File: src/hw/rtl/spv_pkg.sv
// Shared types, constants and command/status structs of the sample preview voice.
`timescale 1ns / 1ps
package spv_pkg;

    localparam int DEF_FRAME_DEPTH = 65536;
    localparam int DEF_SAMPLE_BITS = 16;

    localparam logic [16:0] UNITY = 17'd65536;

    // item kinds
    localparam logic [1:0] KIND_WRITE = 2'd0;
    localparam logic [1:0] KIND_START = 2'd1;
    localparam logic [1:0] KIND_STOP  = 2'd2;
    localparam logic [1:0] KIND_TICK  = 2'd3;

    // configuration register indexes
    localparam logic [2:0] CFG_PHASE_STEP = 3'd0;
    localparam logic [2:0] CFG_GAIN_SLEW  = 3'd1;
    localparam logic [2:0] CFG_FADE_SCALE = 3'd2;
    localparam logic [2:0] CFG_LENGTH     = 3'd3;
    localparam logic [2:0] CFG_STEREO     = 3'd4;

    localparam logic [19:0] RST_PHASE_STEP = 20'd65536;
    localparam logic [16:0] RST_GAIN_SLEW  = 17'd496;
    localparam logic [16:0] RST_FADE_SCALE = 17'd683;

    // shared multiplier and magnitude widths
    localparam int MUL_A_W = 26;
    localparam int MUL_B_W = 18;
    localparam int PROD_W  = MUL_A_W + MUL_B_W;
    localparam int MAG_W   = 40;
    localparam int HALF_W  = MAG_W / 2;
    localparam int ACC_W   = 64;
    localparam int ADDR_IN_W = 17;

    typedef enum logic [2:0] {
        MUL_NONE,
        MUL_FH_S,
        MUL_FL_S,
        MUL_D_FRAC,
        MUL_VH_G,
        MUL_VL_G,
        MUL_TH_F,
        MUL_TL_F
    } mul_sel_t;

    typedef enum logic [3:0] {
        POST_NONE,
        POST_WRITE,
        POST_CHECK,
        POST_CAP_A,
        POST_CAP_B,
        POST_ACC17,
        POST_FADE,
        POST_V,
        POST_ACC20,
        POST_T,
        POST_O
    } post_t;

    typedef enum logic [1:0] {
        REM_ADDR,
        REM_A,
        REM_B
    } rem_sel_t;

    typedef struct packed {
        logic     take;
        logic     rem_start;
        rem_sel_t rem_sel;
        logic     rd_en;
        mul_sel_t mul;
        post_t    post;
        logic     chan;
        logic     out_load;
    } spv_cmd_t;

    typedef struct packed {
        logic go;
        logic rem_busy;
        logic out_free;
    } spv_status_t;

endpackage

File: src/hw/rtl/spv_ctrl.sv
// Controller state machine that sequences write, start, stop and tick items.
`timescale 1ns / 1ps
module spv_ctrl (
    input  logic                 clk,
    input  logic                 rst_n,
    input  logic                 in_valid,
    input  logic [1:0]           kind,
    output logic                 in_ready,
    input  spv_pkg::spv_status_t status,
    output spv_pkg::spv_cmd_t    cmd
);
    import spv_pkg::*;

    typedef enum logic [20:0] {
        S_IDLE    = 21'h000001,
        S_WR_REM  = 21'h000002,
        S_WR_WAIT = 21'h000004,
        S_WRITE   = 21'h000008,
        S_CHECK   = 21'h000010,
        S_A_REM   = 21'h000020,
        S_A_WAIT  = 21'h000040,
        S_B_REM   = 21'h000080,
        S_B_WAIT  = 21'h000100,
        S_FADE1   = 21'h000200,
        S_FADE2   = 21'h000400,
        S_FADE3   = 21'h000800,
        S_C1      = 21'h001000,
        S_C2      = 21'h002000,
        S_C3      = 21'h004000,
        S_C4      = 21'h008000,
        S_C5      = 21'h010000,
        S_C6      = 21'h020000,
        S_C7      = 21'h040000,
        S_C8      = 21'h080000,
        S_OUT     = 21'h100000
    } state_t;

    state_t state_reg;
    state_t state_next;
    logic   chan_reg;
    logic   chan_next;

    always_ff @(posedge clk or negedge rst_n)
    begin
        if (!rst_n)
        begin
            state_reg <= S_IDLE;
            chan_reg  <= 1'b0;
        end
        else
        begin
            state_reg <= state_next;
            chan_reg  <= chan_next;
        end
    end

    always_comb
    begin
        state_next = state_reg;
        chan_next  = chan_reg;
        cmd        = '0;
        cmd.chan   = chan_reg;
        unique case (state_reg)
            S_IDLE:
            begin
                cmd.take = in_valid;
                if (in_valid)
                begin
                    if (kind == KIND_WRITE)
                        state_next = S_WR_REM;
                    else if (kind == KIND_TICK)
                        state_next = S_CHECK;
                end
            end
            S_WR_REM:
            begin
                cmd.rem_start = 1'b1;
                cmd.rem_sel   = REM_ADDR;
                state_next    = S_WR_WAIT;
            end
            S_WR_WAIT:
            begin
                if (!status.rem_busy)
                    state_next = S_WRITE;
            end
            S_WRITE:
            begin
                cmd.post   = POST_WRITE;
                state_next = S_IDLE;
            end
            S_CHECK:
            begin
                cmd.post   = POST_CHECK;
                state_next = status.go ? S_A_REM : S_OUT;
            end
            S_A_REM:
            begin
                cmd.rem_start = 1'b1;
                cmd.rem_sel   = REM_A;
                state_next    = S_A_WAIT;
            end
            S_A_WAIT:
            begin
                if (!status.rem_busy)
                begin
                    cmd.rd_en  = 1'b1;
                    state_next = S_B_REM;
                end
            end
            S_B_REM:
            begin
                cmd.rem_start = 1'b1;
                cmd.rem_sel   = REM_B;
                cmd.post      = POST_CAP_A;
                state_next    = S_B_WAIT;
            end
            S_B_WAIT:
            begin
                if (!status.rem_busy)
                begin
                    cmd.rd_en  = 1'b1;
                    state_next = S_FADE1;
                end
            end
            S_FADE1:
            begin
                cmd.mul    = MUL_FH_S;
                cmd.post   = POST_CAP_B;
                state_next = S_FADE2;
            end
            S_FADE2:
            begin
                cmd.mul    = MUL_FL_S;
                cmd.post   = POST_ACC17;
                state_next = S_FADE3;
            end
            S_FADE3:
            begin
                cmd.post   = POST_FADE;
                chan_next  = 1'b0;
                state_next = S_C1;
            end
            S_C1:
            begin
                cmd.mul    = MUL_D_FRAC;
                state_next = S_C2;
            end
            S_C2:
            begin
                cmd.post   = POST_V;
                state_next = S_C3;
            end
            S_C3:
            begin
                cmd.mul    = MUL_VH_G;
                state_next = S_C4;
            end
            S_C4:
            begin
                cmd.mul    = MUL_VL_G;
                cmd.post   = POST_ACC20;
                state_next = S_C5;
            end
            S_C5:
            begin
                cmd.post   = POST_T;
                state_next = S_C6;
            end
            S_C6:
            begin
                cmd.mul    = MUL_TH_F;
                state_next = S_C7;
            end
            S_C7:
            begin
                cmd.mul    = MUL_TL_F;
                cmd.post   = POST_ACC20;
                state_next = S_C8;
            end
            S_C8:
            begin
                cmd.post = POST_O;
                if (chan_reg)
                    state_next = S_OUT;
                else
                begin
                    chan_next  = 1'b1;
                    state_next = S_C1;
                end
            end
            S_OUT:
            begin
                if (status.out_free)
                begin
                    cmd.out_load = 1'b1;
                    state_next   = S_IDLE;
                end
            end
            default: state_next = S_IDLE;
        endcase
    end

    assign in_ready = state_reg == S_IDLE;

    a_tick_yields_result: assert property (@(posedge clk) disable iff (!rst_n)
        state_reg == S_CHECK && !status.go |=> state_reg == S_OUT)
        else $error("ending tick lost its result");

    a_write_after_reduce: assert property (@(posedge clk) disable iff (!rst_n)
        state_reg == S_WRITE |-> $past(state_reg) == S_WR_WAIT && !$past(status.rem_busy))
        else $error("store written before index reduced");

    a_both_channels: assert property (@(posedge clk) disable iff (!rst_n)
        state_reg == S_OUT && $past(state_reg) == S_C8 |-> $past(chan_reg))
        else $error("result loaded before right channel");

endmodule

File: config.mk
export PLATFORM = sky130hd
export DESIGN_NAME = spv_ctrl
export DESIGN_NICKNAME = d
export VERILOG_FILES = /design/src/hw/rtl/spv_pkg.sv /design/src/hw/rtl/spv_ctrl.sv
export SDC_FILE = /design/constraint.sdc
export NUM_CORES = 1
export LEC_CHECK = 0
export ABC_CLOCK_PERIOD_IN_PS = 1900
export BUFFER_PORTS_ARGS = -buffer_cell sky130_fd_sc_hd__buf_2
export CORE_UTILIZATION = 50
export DETAILED_ROUTE_END_ITERATION = 7
export GPL_TIMING_DRIVEN = 1
export PLACE_DENSITY = 0.75
export SLEW_MARGIN = 30
export SYNTH_ARGS = -nofsm -noshare
export SYNTH_HDL_FRONTEND = slang
export SYNTH_SLANG_ARGS = --single-unit
File: constraint.sdc
create_clock -name clk -period 1.9 [get_ports clk]
set_input_delay 0.095 -clock clk [delete_from_list [all_inputs] [get_ports clk]]
set_output_delay 0.095 -clock clk [all_outputs]
set_load 0.01 [all_outputs]
After elaboration in Yosys (flattened, before gate mapping)
Index checks and enable logic that the tools add are counted.
{ "op_classes": {"muxes": 19, "n_reduce_logical": 5, "n_eq_ne": 28} }
{ "ops": {"columns": ["operator", "count"], "rows": [
  ["21-bit one-hot mux with 20 select lines", 1],
  ["21-bit two-way mux", 9],
  ["4-bit one-hot mux with 10 select lines", 1],
  ["21-bit by 1-bit equality test with 1-bit output, second input constant", 1],
  ["21-bit by 10-bit equality test with 1-bit output, second input constant", 1],
  ["21-bit by 11-bit equality test with 1-bit output, second input constant", 1],
  ["21-bit by 12-bit equality test with 1-bit output, second input constant", 1],
  ["21-bit by 13-bit equality test with 1-bit output, second input constant", 1],
  ["21-bit by 14-bit equality test with 1-bit output, second input constant", 1],
  ["21-bit by 15-bit equality test with 1-bit output, second input constant", 1],
  ["21-bit by 16-bit equality test with 1-bit output, second input constant", 1],
  ["21-bit by 17-bit equality test with 1-bit output, second input constant", 1],
  ["21-bit by 18-bit equality test with 1-bit output, second input constant", 1],
  ["21-bit by 19-bit equality test with 1-bit output, second input constant", 1],
  ["21-bit by 2-bit equality test with 1-bit output, second input constant", 1],
  ["21-bit by 20-bit equality test with 1-bit output, second input constant", 1],
  ["21-bit equality test, second input constant", 1],
  ["21-bit by 3-bit equality test with 1-bit output, second input constant", 1],
  ["21-bit by 4-bit equality test with 1-bit output, second input constant", 1],
  ["21-bit by 5-bit equality test with 1-bit output, second input constant", 1],
  ["21-bit by 6-bit equality test with 1-bit output, second input constant", 1],
  ["21-bit by 7-bit equality test with 1-bit output, second input constant", 1],
  ["21-bit by 8-bit equality test with 1-bit output, second input constant", 1],
  ["21-bit by 9-bit equality test with 1-bit output, second input constant", 1],
  ["other kinds (11)", 20]
]} }
{ "word_totals": {"register_bits": 22, "wordCells": 54, "input_bits": 8, "output_inout_bits": 15} }

Logic depth before layout (Yosys ltp)
Gate-level depths: netlist (run 1).
{ "depth": {"word_depth": 5, "ltp_mapped": 8, "ltp_nobuf": 7} }

Least setup slack after synthesis (run 1)
OpenSTA, ideal clock, no wires.
{ "synth_timing": {"path_kind": "reg2reg", "from": "register state_reg[1]", "to": "register state_reg[0]", "t_required_ps": 1810, "arrival_ps": 1852, "period_less_slack_ps": 1943, "stages_incl_launch_ff": 7, "setup_slack_ps": -43, "n_path_buf": 0, "setup_ps": 90, "path_cell_list": "dfrtp_1 > nor4_4 > nand2_1 > or4_1 > a21oi_2 > or4_1 > o41ai_2"} }
{ "synth_between": {"elab_chain_cells": 3, "elab_cells_between_ends": 28, "classes_between": "eq/ne (26); mux (1); reduce/logical (1)"} }
{ "synth_lines": {"columns": ["element", "line_no", "text"], "rows": [
  ["start, declared", "spv_ctrl.sv:38", "state_t state_reg;"],
  ["start signal, assigned", "spv_ctrl.sv:52", "state_reg <= state_next;"],
  ["21-bit by 1-bit equality test with 1-bit output, or another cell as far along", "spv_ctrl.sv:63", "unique case (state_reg)"],
  ["3-bit by 1-bit inequality test with 1-bit output (no source line) or 2-bit inequality test (tied branches)", null, null],
  ["6-bit AND reduction (no source line)", null, null]
]} }
Parallel ways exist; a longest one is shown, timed or not.
A chain may end at the register's enable or synchronous reset.

==> impl_metrics.ini, run 1 <==
[status]
status = finished, violations left
failed_checks = setup timing

[global_route]
overflow = 0
grt_pass1_wl_microns = 8540
antenna_found_initial = 0
grt_util_all_layers = 0.365
grt_pass1_vias = 1712
grt_max_degree = 23

[timing]
final.setup.tns_ps = -9480
hold_viol = 0
fmax_mhz = 408
slew_headroom = 0.489
min_period_ps = 2450
rsz0062_at_grt = true
worst_slack_ps = -553
post-route-period-util = 1.29
skew_ps = 8.60
setup_viol = 30
tightest_slew_ps = 755
slew_violations = 0

[drt]
ant_nets = 0
drt_iter0_drc = 184
vias = 1846
wirelength_microns = 6690
drt_first_pass_iters = 5
remaining_drc_errors = 0
routedWlPerCell_microns = 24.2
viasPerCell = 6.66

[setup_path]
end_kind = output pin
crit_required_ps = 1800
crit_path_start = state_reg[1]
start_kind = register
critical_path_class = reg -> out
r2r_slack_ps = -450
rr_startpoint = state_reg[0]
worstPathArrival_ps = 2360
cp_max_fo = 3

[yosys]
ys_warn_count = 0
synth_area_leaders = dfrtp_1 37%, nor4_4 4.5%, nand2_1 3.4%
syn_area_sq_mm = 0.00143
synth_top_area_frac = 0.368
netlist_instances = 145
synth_area_leader_cell = dfrtp_1
synth_flop_cell = dfrtp_1
synth.avg_cell_area_sq_um = 9.84
synthArstFlopShare = 1.00
ys_seq_elements = 22
ys_seq_area_frac = 0.387
yosys-top-cells-count = 21 x dfrtp_1, 13 x nand2_1, 13 x nor2_1, 9 x inv_1, 9 x nor3_1
yosysUniqueCellTypes = 48
synth_nets = 153
synth_edf_count = 0
yosysMostFrequentCell = dfrtp_1

[floorplanning]
die_w_microns = 55.4
placeableCoreArea_sq_mm = 0.00273
row_count = 19
die-area_sq_mm = 0.00307
initial_core_util = 0.522
pin_count = 23
fp.dieH_microns = 55.4

[power_and_ir_drop]
vdd_drop_max_uv = 1020
p_leak_nw = 1.22
pwr_density_cell_mw_per_mm2 = 1030

[placed_design]
dpl-instance-area_sq_mm = 0.00188
io_buffers = 22
place_congestion = 0.901
place_hpwl_microns = 3150

[clocking]
cts_buffer_depth = 2
clockRootBuffer = clkbuf_4
htree_levels = 1
path_clk_slew_ps = 130
clk_latency_ps = 330
cts_made_buffers = 3
cts_tree = yes
cts.sink_count = 22

[cells_and_area]
final_util = 0.916
final.fill_count = 97
antenna_cells = 0
drive_gt1_frac = 0.646
largest_reg_flops = 21
nets = 255
finalInstanceArea_sq_mm = 0.00250
area_growth_pct = 75.5

[hold_path]
hp-class = in -> reg
hp-start = status[0]

[flow_run]
cap_violations = 0
placed cells by master, fill, tap and decap left out, types with 2 or more instances in the layout:
cell type,synthesis,layout
nor4_2,1,3
buf_4,3,65
inv_2,0,3
nand4_1,4,4
nor4b_1,5,3
nand2_1,13,11
inv_1,9,6
or3_4,0,2
a21o_1,3,3
nor2_1,13,8
or4_4,0,3
nor2_4,1,5
o21ai_0,4,3
dfrtp_1,21,20
nor2_2,1,2
xnor2_1,4,4
nand3_1,5,3
nand3b_1,2,2
nor4_4,3,5
nand3_4,0,2
nor3_2,1,6
and2_1,3,2
clkbuf_4,0,3
nor4b_2,1,2
nand4_4,0,2
nor3_1,9,3
dlygate4sd3_1,0,4
buf_2,0,18
and2_4,1,2
xor2_1,2,2
buf_6,1,14
critical path, stage by stage, from the launching register on:
cell and delay, ps:
dfrtp_1 450, nor4_4 350, buf_4 210, buf_6 110
nand4_4 90, or3_4 360, nor2_2 180, or4_1 140
buf_2 120
metrics by stage:
step                power, mW  setup WS [ps]  instances  hold WS, ps
global placement         1.44           -176        239         78.8
floorplan                1.05           23.3        145         -201
detailed placement       1.46           -249        239         86.6
global route             2.64           -642        277          223
finish                   2.57           -553        277          224
CTS                      2.23           -432        266          229
layout make-up:
class,instances,area (sq um),area share
timing repair buffer,101,776,0.310
multi-input combinational,110,1080,0.430
tap,31,38.8,0.0155
inverter,9,33.8,0.0135
sequential,22,553,0.221
clock buffer,4,26.3,0.0105
cell families (layout without fill, tap and decap cells):
family                 after synthesis  after routing  synth area share
AO/OA/AOI/OAI                       18             18             0.110
XOR/XNOR                             6              6            0.0368
buffers and inverters               13            114            0.0474
flip-flops                          22             22             0.387
AND/OR/NAND/NOR                     86             86             0.419
report_power, final:
part	internal [mW]	switching, mW
Sequential	0.513	0.0573
Combinational	0.902	0.858
Clock	0.0826	0.157
Total	1.50	1.07
layer usage:
layer,track usage,share of wire,vias up
met5,0,0,-
met4,0.207,0.064,0
met3,0.0749,0.089,56
met2,0.608,0.49,154
met1,0.437,0.36,878
li1,-,-,758
path summary, 6_finish.rpt:
kind,to,cells past startpoint
worst max-delay path,cmd[6],8
worst min-delay path,state_reg[20],5
worst max register to register,state_reg[0],10
worst min register to register,state_reg[12],1
max in group asynchronous,state_reg[4],2
min in group asynchronous,state_reg[16],2
timing repair:
| action | in CTS | in global routing |
|---|---|---|
| setup endpoints to repair | 29 | 30 |
| setup buffers | 21 | 11 |
| resized for setup | 43 | 25 |
| hold buffers | 4 | 0 |
| pin swaps | 18 | 13 |
| endpoints found under the hold margin | 23 | 0 |
No activity file was read; power rests on OpenSTA's default activity.
==> inputs of run 2 (changes only) <==
--- a/config.mk
+++ b/config.mk
@@ -11,6 +11,7 @@
 export DETAILED_ROUTE_END_ITERATION = 7
 export GPL_TIMING_DRIVEN = 1
 export PLACE_DENSITY = 0.75
+export SETUP_SLACK_MARGIN = 0.15
 export SLEW_MARGIN = 30
 export SYNTH_ARGS = -nofsm -noshare
 export SYNTH_HDL_FRONTEND = slang
==> impl_metrics.ini, run 2 (synthesis results as in run 1) <==
[status]
status = finished, violations left
failed_checks = setup timing

[timing]
worst_slack_ps = -474
tightest_slew_ps = 830
slew_headroom = 0.439
rsz0062_at_grt = true
slew_violations = 0
min_period_ps = 2370
post-route-period-util = 1.25
final.setup.tns_ps = -7940
setup_viol = 27
fmax_mhz = 421
hold_viol = 0
skew_ps = 3.13

[cells_and_area]
nets = 244
layout_commonest_cell = buf_4
finalInstanceArea_sq_mm = 0.00247
final_util = 0.903
final_cell_mix = 52 x buf_4, 21 x dfrtp_1, 19 x buf_2
area_growth_pct = 73.1
drive_gt1_frac = 0.604
antenna_cells = 0
largest_reg_flops = 21

[clocking]
clockRootBuffer = clkbuf_4
path_clk_slew_ps = 130
clk_latency_ps = 320
cts_made_buffers = 3
cts_tree = yes
htree_levels = 1
cts_buffer_depth = 2
cts.sink_count = 22

[setup_path]
crit_required_ps = 1800
cp_max_fo = 4
start_kind = register
worst_path_largest_cell_delay_ps = 440
critical_path_class = reg -> out
path_cells = nor4_4 > buf_6 > nand4_4 > nor3_2 > and4bb_2 > or4b_1 > buf_2
end_kind = output pin
worstPathArrival_ps = 2280
slowest_stage = dfrtp_1

[global_route]
grt_pass1_vias = 1732
antenna_found_initial = 0
grt_util_all_layers = 0.356
overflow = 0
grt_max_degree = 23
grt_pass1_wl_microns = 8490

[drt]
ant_nets = 0
drt_iter0_drc = 154
wirelength_microns = 6080
drt_first_pass_iters = 5
routedWlPerCell_microns = 22.8
vias = 1732
remaining_drc_errors = 0
viasPerCell = 6.51

[floorplanning]
die-area_sq_mm = 0.00307
fp.dieH_microns = 55.4
die_w_microns = 55.4
row_count = 19
initial_core_util = 0.522
pin_count = 23
placeableCoreArea_sq_mm = 0.00273

[power_and_ir_drop]
p_sw_uw = 1000
vdd_drop_max_uv = 1070
power_mw = 2.50
power_frac_seq = 0.221
pwr_density_cell_mw_per_mm2 = 1010
comb_power_share = 0.670
clkPwrFrac = 0.109
p_leak_nw = 1.19
power.internal_mw = 1.50
power_switching_share = 0.400

[hold_path]
hp-class = in -> reg

[flow_run]
cap_violations = 0

[placed_design]
place_hpwl_microns = 3110
dpl-instance-area_sq_mm = 0.00185
io_buffers = 22
place_congestion = 0.902
[run 2: cell count changes in the layout (fill, tap and decap cells not counted), moves of 2 or more]
cell	before	now
nor4_2	3	0
nor4_1	0	2
buf_12	0	3
buf_4	65	52
nor3_2	6	4
[run 2: area by class of cell]
type	instances	area (sq um)
clock buffers	4	36.3
fillers	120	265
inverters	9	33.8
multi-input cells	110	1090
flip-flops and latches	22	552
well taps	31	38.8
repair buffers	90	722
[run 2: per-layer routing]
| metal | vias to the layer above | track usage | share of wire |
|---|---|---|---|
| li1 | 728 | - | - |
| met1 | 837 | 0.434 | 0.38 |
| met2 | 138 | 0.609 | 0.49 |
| met3 | 29 | 0.0632 | 0.080 |
| met4 | 0 | 0.161 | 0.045 |
| met5 | - | 0 | 0 |
[run 2: critical path: cells and delay by family (launching register included)]
family        cells  cell delay [ps]
buf+inv           2              320
simple gates      5             1200
flops             1              440
[run 2: per-stage QoR]
step | hold slack [ps] | instances | setup slack (ps)
global route | 7.63 | 266 | -561
finish | 15.8 | 266 | -474
detailed placement | 93.2 | 232 | -244
floorplan | -201 | 145 | 41.2
CTS | 11.8 | 256 | -372
global placement | 83.1 | 232 | -139
[run 2: power by group through the flow]
stage | sequential [mW] | combinational (mW) | clock (mW)
floorplan | 0.567 | 0.502 | 0
global placement | 0.553 | 0.905 | 0
detailed placement | 0.556 | 0.934 | 0
CTS | 0.549 | 1.30 | 0.273
global route | 0.555 | 1.74 | 0.296
finish | 0.552 | 1.68 | 0.273
[run 2: final timing paths]
check | start | end | slack [ps] | cells after the start
worst max register to register | state_reg[1] | state_reg[2] | -380 | 10
min in group asynchronous | rst_n | state_reg[17] | 280 | 2
worst min register to register | chan_reg | chan_reg | 590 | 2
worst max-delay path | state_reg[1] | cmd[2] | -470 | 7
worst min-delay path | status[2] | state_reg[5] | 20 | 3
max in group asynchronous | rst_n | state_reg[0] | 1260 | 2
[run 2: timing repair]
action	CTS	global route
hold buffers	3	0
cloned	0	0
setup buffers	17	10
endpoints found under the setup margin	30	31
hold endpoints to repair	22	0
gates resized for setup	39	22
pin swaps	14	11
